**src/design/dcdt_pkg.sv**
```systemverilog
package dcdt_pkg;

    // default number of deadline cells
    localparam int SLOTS_DEFAULT = 8;

    // payload widths
    localparam int CMD_W   = 2;
    localparam int SLOT_W  = 3;
    localparam int DELAY_W = 31;
    localparam int TIME_W  = 64;
    localparam int KIND_W  = 3;
    localparam int WAKE_W  = 31;
    localparam int ACT_W   = 4;
    localparam int INTV_W  = 32;
    localparam int CFG_IDX_W = 2;

    // command codes
    localparam logic [CMD_W-1:0] CMD_TIME   = 2'd0;
    localparam logic [CMD_W-1:0] CMD_SCHED  = 2'd1;
    localparam logic [CMD_W-1:0] CMD_CANCEL = 2'd2;

    // result kinds
    localparam logic [KIND_W-1:0] K_FIRED  = 3'd0;
    localparam logic [KIND_W-1:0] K_TICK   = 3'd1;
    localparam logic [KIND_W-1:0] K_SECOND = 3'd2;
    localparam logic [KIND_W-1:0] K_WAKE   = 3'd3;
    localparam logic [KIND_W-1:0] K_STATUS = 3'd4;

    // configuration register indexes
    localparam logic [CFG_IDX_W-1:0] CFG_ACTIVE = 2'd0;
    localparam logic [CFG_IDX_W-1:0] CFG_TICK   = 2'd1;
    localparam logic [CFG_IDX_W-1:0] CFG_SECOND = 2'd2;

    // configuration reset values
    localparam logic [ACT_W-1:0]  ACTIVE_RST = 4'd8;
    localparam logic [INTV_W-1:0] TICK_RST   = 32'd200000;
    localparam logic [INTV_W-1:0] SECOND_RST = 32'd1000000;

    // saturation limit of the wake delay
    localparam logic [WAKE_W-1:0] WAKE_MAX = {WAKE_W{1'b1}};

    // per-cell control
    typedef struct packed {
        logic shift;
        logic wr;
    } t_cell_ctrl;

    // one result beat
    typedef struct packed {
        logic [KIND_W-1:0] kind;
        logic [SLOT_W-1:0] fired_slot;
        logic              status;
        logic [WAKE_W-1:0] wake_delay;
        logic              last;
    } t_result;

endpackage

```
**src/design/deferred_call_deadline_timer.sv**
```systemverilog
// Deadline timer array with periodic tick and per-second events. The deadlines live in a
// ring of SLOTS cells; a time item rotates the ring once around, one cell per cycle unless
// a firing cell waits for room in the output register, checking the head cell for expiry
// and folding its distance into the wake delay, then steps through the tick check, the
// second check, the tick due time and the wake delay, where a tick, second or wake beat
// waits for room in the output register under output stall. A schedule or cancel item
// waits the same way for its status beat; command code 3 gives no beat. The input stalls
// until an item is done. Results leave through a one-deep output register in order, the
// final beat of each item marked by o_last. The deadline cells clear at reset with no
// extra pass.
module deferred_call_deadline_timer #(
    parameter int SLOTS = dcdt_pkg::SLOTS_DEFAULT
) (
    input  logic                             i_clk,
    input  logic                             i_rst_n,
    // configuration
    input  logic                             i_cfg_we,
    input  logic [dcdt_pkg::CFG_IDX_W-1:0]   i_cfg_index,
    input  logic [dcdt_pkg::INTV_W-1:0]      i_cfg_data,
    // input channel
    input  logic                             i_in_valid,
    output logic                             o_in_stall,
    input  logic [dcdt_pkg::CMD_W-1:0]       i_command,
    input  logic [dcdt_pkg::SLOT_W-1:0]      i_slot,
    input  logic [dcdt_pkg::DELAY_W-1:0]     i_delay,
    input  logic [dcdt_pkg::TIME_W-1:0]      i_now,
    // output channel
    output logic                             o_out_valid,
    input  logic                             i_out_stall,
    output logic [dcdt_pkg::KIND_W-1:0]      o_kind,
    output logic [dcdt_pkg::SLOT_W-1:0]      o_fired_slot,
    output logic                             o_status,
    output logic [dcdt_pkg::WAKE_W-1:0]      o_wake_delay,
    output logic                             o_last
);

    localparam int IDX_W = (SLOTS > 1) ? $clog2(SLOTS) : 1;
    localparam logic [IDX_W-1:0] LAST_IDX = IDX_W'(SLOTS - 1);
    localparam int TW = dcdt_pkg::TIME_W;
    localparam int WW = dcdt_pkg::WAKE_W;

    typedef enum logic [2:0] {
        S_IDLE,
        S_CMD,
        S_SCAN,
        S_TICK,
        S_SEC,
        S_DUE,
        S_WAKE
    } t_state;

    // control and configuration registers
    t_state                        r_state, n_state;
    logic [IDX_W-1:0]              r_idx, n_idx;
    logic [WW-1:0]                 r_acc, n_acc;
    logic [TW-1:0]                 r_last_tick, n_last_tick;
    logic [TW-1:0]                 r_last_sec, n_last_sec;
    logic [TW-1:0]                 r_due, n_due;
    logic [dcdt_pkg::ACT_W-1:0]    r_active;
    logic [dcdt_pkg::INTV_W-1:0]   r_tick_int;
    logic [dcdt_pkg::INTV_W-1:0]   r_sec_int;

    // captured input item
    logic [dcdt_pkg::CMD_W-1:0]    r_cmd;
    logic [dcdt_pkg::SLOT_W-1:0]   r_slot;
    logic [dcdt_pkg::DELAY_W-1:0]  r_delay;
    logic [TW-1:0]                 r_now;

    // cell ring
    logic [TW-1:0]                 w_cell_q [SLOTS];
    logic [SLOTS-1:0]              w_sel;
    logic [TW-1:0]                 w_feed;
    logic [TW-1:0]                 w_wr_data;
    logic                          w_shift;
    logic                          w_wr;

    // head cell evaluation
    logic [TW-1:0]                 w_head;
    logic [TW-1:0]                 w_hdiff;
    logic                          w_hborrow;
    logic                          w_active;
    logic                          w_fire;
    logic                          w_use;
    logic [WW-1:0]                 w_hsat;

    // event checks and wake delay
    logic [TW-1:0]                 w_tdiff;
    logic [TW-1:0]                 w_sdiff;
    logic                          w_tick_hit;
    logic                          w_sec_hit;
    logic [TW-1:0]                 w_wdiff;
    logic                          w_wborrow;
    logic [WW-1:0]                 w_wval;
    logic [WW-1:0]                 w_wake;
    logic                          w_slot_ok;

    // output register side
    logic                          w_load;
    logic                          w_free;
    dcdt_pkg::t_result             w_res;
    dcdt_pkg::t_result             w_out;

    assign o_in_stall = (r_state != S_IDLE);

    // slot is registered when below the saturated active count
    assign w_slot_ok = (32'(r_slot) < 32'(r_active)) && (32'(r_slot) < SLOTS);

    // head cell: compare and distance in one subtract
    assign w_head   = w_cell_q[0];
    assign {w_hborrow, w_hdiff} = {1'b0, w_head} - {1'b0, r_now};
    assign w_active = (32'(r_idx) < 32'(r_active));
    assign w_fire   = w_active && (w_head != '0) && w_hborrow;
    assign w_use    = w_active && (w_head != '0) && !w_hborrow;
    assign w_hsat   = (|w_hdiff[TW-1:WW]) ? dcdt_pkg::WAKE_MAX : w_hdiff[WW-1:0];

    // a fired deadline re-enters the ring as idle
    assign w_feed    = w_fire ? '0 : w_head;
    assign w_wr_data = (r_cmd == dcdt_pkg::CMD_SCHED) ? (r_now + TW'(r_delay)) : '0;

    // interval checks
    assign w_tdiff    = r_now - r_last_tick;
    assign w_sdiff    = r_now - r_last_sec;
    assign w_tick_hit = (w_tdiff >= TW'(r_tick_int));
    assign w_sec_hit  = (w_sdiff >= TW'(r_sec_int));

    // wake delay from the tick due time, then the cell minimum
    assign {w_wborrow, w_wdiff} = {1'b0, r_due} - {1'b0, r_now};
    assign w_wval = w_wborrow ? '0
                  : ((|w_wdiff[TW-1:WW]) ? dcdt_pkg::WAKE_MAX : w_wdiff[WW-1:0]);
    assign w_wake = (w_wval < r_acc) ? w_wval : r_acc;

    // sequencer next state
    always_comb begin
        n_state     = r_state;
        n_idx       = r_idx;
        n_acc       = r_acc;
        n_last_tick = r_last_tick;
        n_last_sec  = r_last_sec;
        n_due       = r_due;
        w_shift     = 1'b0;
        w_wr        = 1'b0;
        w_load      = 1'b0;
        w_res       = '0;
        case (r_state)
            S_IDLE: begin
                if (i_in_valid) begin
                    case (i_command)
                        dcdt_pkg::CMD_TIME: begin
                            n_state = S_SCAN;
                            n_idx   = '0;
                            n_acc   = dcdt_pkg::WAKE_MAX;
                        end
                        dcdt_pkg::CMD_SCHED, dcdt_pkg::CMD_CANCEL: begin
                            n_state = S_CMD;
                        end
                        default: begin
                            n_state = S_IDLE;
                        end
                    endcase
                end
            end
            S_CMD: begin
                if (w_free) begin
                    w_wr         = w_slot_ok;
                    w_load       = 1'b1;
                    w_res.kind   = dcdt_pkg::K_STATUS;
                    w_res.status = !w_slot_ok;
                    w_res.last   = 1'b1;
                    n_state      = S_IDLE;
                end
            end
            S_SCAN: begin
                // a firing cell waits for room in the output register
                if (!w_fire || w_free) begin
                    w_shift          = 1'b1;
                    w_load           = w_fire;
                    w_res.kind       = dcdt_pkg::K_FIRED;
                    w_res.fired_slot = dcdt_pkg::SLOT_W'(r_idx);
                    if (w_use && (w_hsat < r_acc)) begin
                        n_acc = w_hsat;
                    end
                    if (r_idx == LAST_IDX) begin
                        n_state = S_TICK;
                    end else begin
                        n_idx = r_idx + 1'b1;
                    end
                end
            end
            S_TICK: begin
                if (!w_tick_hit) begin
                    n_state = S_SEC;
                end else if (w_free) begin
                    w_load      = 1'b1;
                    w_res.kind  = dcdt_pkg::K_TICK;
                    n_last_tick = r_now;
                    n_state     = S_SEC;
                end
            end
            S_SEC: begin
                if (!w_sec_hit) begin
                    n_state = S_DUE;
                end else if (w_free) begin
                    w_load     = 1'b1;
                    w_res.kind = dcdt_pkg::K_SECOND;
                    n_last_sec = r_now;
                    n_state    = S_DUE;
                end
            end
            S_DUE: begin
                n_due   = r_last_tick + TW'(r_tick_int);
                n_state = S_WAKE;
            end
            S_WAKE: begin
                if (w_free) begin
                    w_load           = 1'b1;
                    w_res.kind       = dcdt_pkg::K_WAKE;
                    w_res.wake_delay = w_wake;
                    w_res.last       = 1'b1;
                    n_state          = S_IDLE;
                end
            end
            default: begin
                n_state = S_IDLE;
            end
        endcase
    end

    // state, timing registers and configuration
    always_ff @(posedge i_clk) begin
        if (!i_rst_n) begin
            r_state     <= S_IDLE;
            r_idx       <= '0;
            r_acc       <= dcdt_pkg::WAKE_MAX;
            r_last_tick <= '0 - TW'(dcdt_pkg::TICK_RST);
            r_last_sec  <= '0 - TW'(dcdt_pkg::SECOND_RST);
            r_due       <= '0;
            r_active    <= dcdt_pkg::ACTIVE_RST;
            r_tick_int  <= dcdt_pkg::TICK_RST;
            r_sec_int   <= dcdt_pkg::SECOND_RST;
        end else begin
            r_state     <= n_state;
            r_idx       <= n_idx;
            r_acc       <= n_acc;
            r_last_tick <= n_last_tick;
            r_last_sec  <= n_last_sec;
            r_due       <= n_due;
            if (i_cfg_we) begin
                case (i_cfg_index)
                    dcdt_pkg::CFG_ACTIVE: r_active   <= i_cfg_data[dcdt_pkg::ACT_W-1:0];
                    dcdt_pkg::CFG_TICK:   r_tick_int <= i_cfg_data;
                    dcdt_pkg::CFG_SECOND: r_sec_int  <= i_cfg_data;
                    default: ;
                endcase
            end
        end
    end

    // input beat capture
    always_ff @(posedge i_clk) begin
        if (i_in_valid && !o_in_stall) begin
            r_cmd   <= i_command;
            r_slot  <= i_slot;
            r_delay <= i_delay;
            r_now   <= i_now;
        end
    end

    // ring of deadline cells, cell 0 is the head
    for (genvar g = 0; g < SLOTS; g++) begin : g_cell
        dcdt_pkg::t_cell_ctrl w_ctrl;
        logic [TW-1:0]        w_in;

        assign w_sel[g]     = (32'(r_slot) == g);
        assign w_ctrl.shift = w_shift;
        assign w_ctrl.wr    = w_wr && w_sel[g];
        if (g == SLOTS - 1) begin : g_tail
            assign w_in = w_feed;
        end else begin : g_mid
            assign w_in = w_cell_q[g + 1];
        end

        dcdt_cell u_cell (
            .i_clk        (i_clk),
            .i_rst_n      (i_rst_n),
            .i_ctrl       (w_ctrl),
            .i_shift_data (w_in),
            .i_wr_data    (w_wr_data),
            .o_deadline   (w_cell_q[g])
        );
    end

    // result output register
    dcdt_outreg u_outreg (
        .i_clk   (i_clk),
        .i_rst_n (i_rst_n),
        .i_load  (w_load),
        .i_res   (w_res),
        .i_stall (i_out_stall),
        .o_valid (o_out_valid),
        .o_free  (w_free),
        .o_res   (w_out)
    );

    assign o_kind       = w_out.kind;
    assign o_fired_slot = w_out.fired_slot;
    assign o_status     = w_out.status;
    assign o_wake_delay = w_out.wake_delay;
    assign o_last       = w_out.last;

`ifndef SYNTHESIS
    // the scan ends only after a full turn of the ring
    a_scan_turn: assert property (@(posedge i_clk) disable iff (!i_rst_n)
        (r_state == S_SCAN && n_state == S_TICK) |-> (r_idx == LAST_IDX))
        else $error("scan left before a full ring turn");

    // the wake beat closes a time item
    a_wake_done: assert property (@(posedge i_clk) disable iff (!i_rst_n)
        (r_state == S_WAKE && w_free) |=> (r_state == S_IDLE))
        else $error("sequencer did not return to idle after wake beat");

    // only status and wake beats end an item
    a_last_kind: assert property (@(posedge i_clk) disable iff (!i_rst_n)
        (o_out_valid && o_last) |->
            (o_kind == dcdt_pkg::K_WAKE || o_kind == dcdt_pkg::K_STATUS))
        else $error("last flag on a mid-item beat");

    // no beat is produced while waiting for an item
    a_idle_quiet: assert property (@(posedge i_clk) disable iff (!i_rst_n)
        (r_state == S_IDLE) |-> !w_load)
        else $error("result loaded while idle");

    // a beat is loaded only when the output register has room
    a_load_room: assert property (@(posedge i_clk) disable iff (!i_rst_n)
        w_load |-> w_free)
        else $error("result overwrote a stalled beat");
`endif

endmodule

```
**src/design/dcdt_cell.sv**
```systemverilog
module dcdt_cell (
    input  logic                           i_clk,
    input  logic                           i_rst_n,
    input  dcdt_pkg::t_cell_ctrl           i_ctrl,
    input  logic [dcdt_pkg::TIME_W-1:0]    i_shift_data,
    input  logic [dcdt_pkg::TIME_W-1:0]    i_wr_data,
    output logic [dcdt_pkg::TIME_W-1:0]    o_deadline
);

    logic [dcdt_pkg::TIME_W-1:0] r_deadline;
    logic [dcdt_pkg::TIME_W-1:0] n_deadline;

    // rotate along the ring, or take a direct write
    always_comb begin
        n_deadline = r_deadline;
        if (i_ctrl.shift) begin
            n_deadline = i_shift_data;
        end else if (i_ctrl.wr) begin
            n_deadline = i_wr_data;
        end
    end

    // deadline storage, zero means idle
    always_ff @(posedge i_clk) begin
        if (!i_rst_n) begin
            r_deadline <= '0;
        end else begin
            r_deadline <= n_deadline;
        end
    end

    assign o_deadline = r_deadline;

endmodule

```
**src/design/dcdt_outreg.sv**
```systemverilog
module dcdt_outreg (
    input  logic              i_clk,
    input  logic              i_rst_n,
    input  logic              i_load,
    input  dcdt_pkg::t_result i_res,
    input  logic              i_stall,
    output logic              o_valid,
    output logic              o_free,
    output dcdt_pkg::t_result o_res
);

    logic              r_valid;
    dcdt_pkg::t_result r_res;

    // register is free when empty or its beat leaves this cycle
    assign o_free = !r_valid || !i_stall;

    // valid flag
    always_ff @(posedge i_clk) begin
        if (!i_rst_n) begin
            r_valid <= 1'b0;
        end else if (i_load) begin
            r_valid <= 1'b1;
        end else if (!i_stall) begin
            r_valid <= 1'b0;
        end
    end

    // payload
    always_ff @(posedge i_clk) begin
        if (i_load) begin
            r_res <= i_res;
        end
    end

    assign o_valid = r_valid;
    assign o_res   = r_res;

endmodule

```
**config.mk**
```make
export PLATFORM = sky130hd
export DESIGN_NAME = deferred_call_deadline_timer
export DESIGN_NICKNAME = d
export VERILOG_FILES = /design/src/design/dcdt_pkg.sv /design/src/design/deferred_call_deadline_timer.sv /design/src/design/dcdt_cell.sv /design/src/design/dcdt_outreg.sv
export SDC_FILE = /design/constraint.sdc
export NUM_CORES = 2
export LEC_CHECK = 0
export BUFFER_PORTS_ARGS = -buffer_cell sky130_fd_sc_hd__buf_2
export CAP_MARGIN = 20
export CORE_MARGIN = 5
export CORE_UTILIZATION = 50
export DETAILED_ROUTE_END_ITERATION = 6
export HOLD_SLACK_MARGIN = 0.05
export PLACE_DENSITY = 0.68
export SYNTH_ARGS = -nofsm -noshare
export SYNTH_HDL_FRONTEND = slang
export SYNTH_HIERARCHICAL = 1
export SYNTH_SLANG_ARGS = --single-unit
```
**constraint.sdc**
```tcl
create_clock -name i_clk -period 9.3 [get_ports i_clk]
set_input_delay 0.93 -clock i_clk [delete_from_list [all_inputs] [get_ports i_clk]]
set_output_delay 0.93 -clock i_clk [all_outputs]
set_load 0.03 [all_outputs]
```
Yosys cells after proc, flatten, opt, wreduce, memory -nomap -nowiden
Index checks and enable logic that the tools add are counted.
{"block": "classes", "n_lt_le_gt_ge": 6, "n_reduce_logical": 51, "n_mux": 62, "n_addsub": 7, "n_eq_ne": 29}
{"op": "2-to-1 mux 64 bit", "n": 18}
{"op": "2-to-1 mux 31 bit", "n": 8}
{"op": "subtractor 64 x 64 -> 65 bit", "n": 2}
{"op": "greater-or-equal comparator 64 x 32 -> 1 bit", "n": 2}
{"op": "subtractor 64 bit", "n": 2}
{"op": "OR reduction 33 bit", "n": 2}
{"op": "adder 64 x 31 -> 64 bit", "n": 1}
{"op": "adder 64 x 32 -> 64 bit", "n": 1}
{"op": "nonzero test 64 bit", "n": 1}
{"op": "less-than comparator 31 bit", "n": 2}
{"op": "one-hot mux 31 bit (2 select lines)", "n": 1}
{"op": "2-to-1 mux 3 bit", "n": 13}
{"op": "equality test 3 bit, second input constant", "n": 8}
{"op": "one-hot mux 3 bit (6 select lines)", "n": 1}
{"op": "nonzero test 2 bit", "n": 9}
{"op": "one-hot mux 3 bit (5 select lines)", "n": 1}
{"op": "logical AND 1 bit", "n": 13}
{"op": "2-to-1 mux 1 bit", "n": 13}
{"op": "equality test 3 x 2 -> 1 bit, second input constant", "n": 4}
{"op": "AND reduction 2 bit", "n": 6}
{"op": "inequality test 2 bit, second input constant", "n": 5}
{"op": "AND reduction 5 bit", "n": 2}
{"op": "less-than comparator 3 x 4 -> 1 bit", "n": 2}
{"op": "equality test 2 x 1 -> 1 bit, second input constant", "n": 3}
{"op": "18 further kinds", "n": 35}
{"block": "totals", "regBits": 949, "wordCells": 182}

Logic depth before layout (Yosys ltp)
{"block": "depth", "ltp_word": 8, "ltp_mapped": 34, "depth_no_buf": 31}

Cells and area by module
Netlist, hierarchy kept.
{"mod": "deferred_call_deadline_timer", "cells_each": 5247, "n_inst": 1, "area_each_um2": 39133.8}
{"mod": "dcdt_cell", "cells_each": 284, "n_inst": 8, "area_each_um2": 3499.6}
{"mod": "dcdt_outreg", "cells_each": 43, "n_inst": 1, "area_each_um2": 1206.2}

Worst setup path after synthesis
No wires, ideal clock.
{"block": "synth_path", "kind": "register to register", "start": "register r_now[1]", "end": "register r_acc[20]", "t_arrival_ns": 7.067, "n_path_buf": 3, "t_required_ns": 9.179, "path_stages_with_launch": 33, "slack_ns": 2.112, "setup_ns": 0.121, "cell_sequence": "edfxtp_1 > inv_1 > ha_1 > nor2b_1 > o31a_1 > o31ai_1 > a2111oi_1 > o2111ai_1 > o31a_1 > xor2_1 > o21ai_0 > or4_1 > nor4_1 > nand4_1 > and4bb_2 > buf_2 > buf_1 > nand2_1 > ha_1 > a21o_1 > a21oi_1 > nor2b_1 > o21ai_0 > nand2b_1 > a21oi_1 > nor2b_1 > o21ai_0 > nand4b_1 > or4_1 > or3_1 > o21ai_1 > buf_2 > mux2_2"}
{"block": "synth_between", "elab_chain_cells": 7, "word_cells_on_any_way": 16, "classes_between": "1 x add/sub; 1 x order compare; 2 x eq/ne; 4 x mux; 8 x reduce/logical"}
{"item": "start: declaration", "line_no": "deferred_call_deadline_timer.sv:67", "text": "logic [TW-1:0] r_now;"}
{"item": "start signal: assignment", "line_no": "deferred_call_deadline_timer.sv:264", "text": "r_now <= i_now;"}
{"item": "subtractor 64 x 64 -> 65 bit (*)", "line_no": "deferred_call_deadline_timer.sv:110", "text": "assign {w_hborrow, w_hdiff} = {1'b0, w_head} - {1'b0, r_now};"}
{"item": "OR reduction 33 bit", "line_no": "deferred_call_deadline_timer.sv:114", "text": "assign w_hsat = (|w_hdiff[TW-1:WW]) ? dcdt_pkg::WAKE_MAX : w_hdiff[WW-1:0];"}
{"item": "2-to-1 mux 31 bit", "line_no": "deferred_call_deadline_timer.sv:114"}
{"item": "less-than comparator 31 bit", "line_no": "deferred_call_deadline_timer.sv:179", "text": "if (w_use && (w_hsat < r_acc)) begin"}
{"item": "logical AND 1 bit", "line_no": "deferred_call_deadline_timer.sv:179"}
{"item": "inequality test 2 bit (no line)"}
{"item": "AND reduction 5 bit (no line)"}
{"item": "end signal: assignment", "line_no": "deferred_call_deadline_timer.sv:233", "text": "r_acc <= dcdt_pkg::WAKE_MAX;"}
{"item": "end signal: assignment", "line_no": "deferred_call_deadline_timer.sv:243", "text": "r_acc <= n_acc;"}
{"item": "end: declaration", "line_no": "deferred_call_deadline_timer.sv:55", "text": "logic [WW-1:0] r_acc, n_acc;"}
Mark *: on every way between the ends. The rest lies on a longest branch, timed or not. The select of a mux whose other input is x is not followed.
A chain may end at the register's enable or synchronous reset.

Final worst setup path
{"block": "layout_path", "start": "register r_now[0]", "end": "register u_outreg.r_valid (netlist: u_outreg/o_valid)"}
{"block": "layout_between", "elab_chain_cells": 7, "word_cells_on_any_way": 14, "classes_between": "3 x add/sub; 2 x order compare; 1 x eq/ne; 5 x mux; 3 x reduce/logical"}
{"item": "parallel branches: the longest is 5 deep, another holds subtractor 64 bit"}
{"item": "one-hot mux 1 bit (4 select lines) (*)", "line_no": "deferred_call_deadline_timer.sv:144", "text": "case (r_state)"}
{"item": "via w_load", "line_no": "deferred_call_deadline_timer.sv:98", "text": "logic w_load;"}
{"item": "inequality test 2 x 1 -> 1 bit (no line) / 2-to-1 mux 1 bit (equally long branches)"}
{"item": "end signal: assignment", "line_no": "dcdt_outreg.sv:21", "text": "r_valid <= 1'b0;"}
{"item": "end signal: assignment", "line_no": "dcdt_outreg.sv:23", "text": "r_valid <= 1'b1;"}
{"item": "end signal: assignment", "line_no": "dcdt_outreg.sv:25", "text": "r_valid <= 1'b0;"}
{"item": "end: declaration", "line_no": "dcdt_outreg.sv:12", "text": "logic r_valid;"}
Mark *: on every way through the listed nets, which the timed path passes.

==> out/results.txt <==
TritonCTS clock tree = done
most frequent CP cell = or4_1
worst hold slack = 0.363 ns
critical path peak fanout = 40
Async SR Flop Fraction = 0%
Period Utilization, post-route = 95.8%
post-synth top area share = 23.7%
routed length per instance = 24.8 um
Avg Cell Area, Syn = 9.04 um2
synth warn = 6
P_leak = 0.0360 uW
Final setup viols = 0
Root Driver = clkbuf_16
minimum clock period = 8.91 ns
antenna violations before repair = 3
slew margin rel. = 20.0%
Post-synth EDFFs = 139
Routed WL = 233 mm
buffers added on ports = 179
Max Freq = 112 MHz
Via density = 6.20
number of global-route vias before repair = 54568
Syn Std Cell Area = 68300 um2
final instance count without filler cells = 9385
Power Dens Cells = 203 nW/um2
Post-synth top cells = dfxtp_1 (810), nand2_1 (676), a21oi_1 (540)
gpl congestion = 1.01
Synth area leader = dfxtp_1
flops & latches, synth = 949
global route total overflow = 0
DRT iter0 DRCs = 5346
Layout Skew = 0.0341 ns
Routed Antenna Nets = 0
synthesized netlist cell count = 7562
library cells used by synthesis = 92
Die Wd = 380 um
# H-tree levels = 3
post-CTS sizing = 0
number of max-cap violations = 0
Hold Path Sink = r_delay[24]
Hold Path Origin = i_delay[24]
clk slew on worst S/H paths = 0.07 ns
Die H = 380 um
dpl cells = 9178
r2r setup slk = 0.39 ns
core area = 136000 um2
IO Pins = 180
top_reg_cell synth = dfxtp_1
VDD IR max = 176 uV
top cells by area, synth = dfxtp_1 (24%), mux2_4 (11%), ha_1 (8.2%)
largest net degree at the start of global routing = 271
share of cells above drive strength 1 = 14.8%
CP Data Arrival Time = 9.54 ns
Final Hold Vio Count = 0
All-Layer GR Usage = 30.7%
worst hold path depth = 1
Initial Util = 50.4%
worst reg2reg endpoint = u_outreg/o_valid
most frequent cell after synthesis = dfxtp_1
FILL cells = 12327
Sum Neg Setup Slack = 0 ns
first-pass GRT wire length = 346 mm
number of remaining DRC errors = 0
CP peak stage delay = 0.68 ns
Area Growth Syn to Fin = 8.31%
Post-Synthesis Net Count = 8156
Initial DRT Pass Iterations = 6
row count = 135
startpoint types = flop
full die area = 144000 um2
HP Class = in2reg
Sink Count = 949
Seq/Total Area, Yosys = 29.8%
critical setup path kind = reg2reg
postcts setup bufs = 0
Final Max Tran Viols = 0
final core occ = 54.6%
status = finished clean
Critical Path RT = 9.93 ns
hold buffer count at cts = 0
Least-Margin Pin Slew = 1.20 ns
Reg-to-Reg Start = r_now[0]
half-perimeter wire length of the detailed placement result = 176 mm
DR vias = 58154
unrepaired setup endpoints after global routing = no
TritonCTS Buffers = 106
worst reg2reg path depth = 29
CTS Buffer Depth = 3
fin nets = 8103
CP max-delay cell = a2111oi_0
CP endpoint kind = flop
Worst-Skew Late Latency = 0.74 ns
==> how the worst max path moves through the flow <==
stage	startpoint	endpoint	slack (ns)	depth (start not counted)
2_1_floorplan	r_now[1]	r_acc[20]	2.11	32
3_3_place_gp	r_now[0]	u_outreg/o_valid	0.48	29
3_5_place_dp	r_now[0]	u_outreg/o_valid	0.48	29
4_1_cts	r_now[0]	u_outreg/o_valid	0.44	29
5_1_grt	r_now[1]	r_acc[9]	0.01	30
6_report	r_now[0]	u_outreg/o_valid	0.39	29
==> layout by cell type, fill, tap and decap left out, types with 63 or more instances in the layout <==
| cell | instances |
|---|---|
| edfxtp_1 | 139 |
| a21oi_1 | 540 |
| nor3_1 | 91 |
| xnor2_1 | 187 |
| xor2_1 | 100 |
| nand3_1 | 139 |
| ha_1 | 449 |
| clkbuf_16 | 109 |
| nand2b_1 | 305 |
| nand2_1 | 675 |
| and2_1 | 88 |
| inv_1 | 364 |
| o211a_1 | 516 |
| nor4_1 | 70 |
| mux2_2 | 63 |
| nor2_1 | 379 |
| nand4_1 | 134 |
| mux2_4 | 480 |
| buf_4 | 108 |
| o211ai_1 | 127 |
| or2b_1 | 264 |
| buf_2 | 178 |
| a21o_1 | 147 |
| o21ai_0 | 292 |
| dfxtp_1 | 810 |
==> critical path: cells and delay by family (launching register included) <==
kind | cells | cell delay [ns]
adder cells (fa/ha/maj) | 3 | 0.79
buffers and inverters | 3 | 0.40
AND/OR/NAND/NOR | 11 | 3.20
XOR/XNOR | 1 | 0.14
flip-flops | 1 | 0.67
AO/OA/AOI/OAI | 11 | 3.54
==> cell families after synthesis <==
kind of cell	after synthesis	synth area share, %
AND/OR/NAND/NOR	2370	18.1
adder cells (fa/ha/maj)	455	8.40
buffers and inverters	835	5.66
flip-flops	949	29.8
multiplexers	574	12.0
XOR/XNOR	287	3.68
AO/OA/AOI/OAI	2092	22.3
==> power breakdown <==
| group | total (uW) | internal, uW | switching (uW) |
|---|---|---|---|
| Combinational | 5420 | 2180 | 3240 |
| Sequential | 5130 | 4720 | 407 |
| Clock | 4480 | 2650 | 1830 |
==> layout make-up <==
type                            instances  area, um2  share of cell area, %
Clock inverter                         52        659                  0.891
Tap cell                             1781       2230                   3.01
Timing Repair Buffer                  307       2090                   2.83
Clock buffer                          148       3040                   4.10
Multi-Input combinational cell       5778      44200                   59.7
Antenna cell                            3       7.51                 0.0101
Inverter                              367       1390                   1.87
Sequential cell                       949      20400                   27.5
==> metrics by stage <==
stage	area (um2)	worst slack [ns]	power (uW)
2_1_floorplan	68300	2.11	8840
3_3_place_gp	70200	0.482	10500
3_5_place_dp	70200	0.477	10500
4_1_cts	73900	0.439	15000
5_1_grt	74000	0.0103	15700
6_report	74000	0.392	15000
==> sequential cells by signal, summed over array words and instances, names as in the netlist, 31 cells and up <==
register                  cells
g_cell.u_cell/o_deadline    512
r_acc                        31
r_delay                      31
r_due                        64
r_last_sec                   64
r_last_tick                  64
r_now                        64
r_sec_int                    32
r_tick_int                   32
u_outreg/o_res               39
==> metal layers <==
layer / part of all wire [%] / GRT usage (%) / wire length (um)
met1: 45 / 42.8 / 105000
met2: 45 / 48.8 / 104000
met3: 6.6 / 4.49 / 15400
met4: 3.6 / 9.89 / 8430
met5: 0 / 0 / 0
Power figures use the tool's default switching activity.
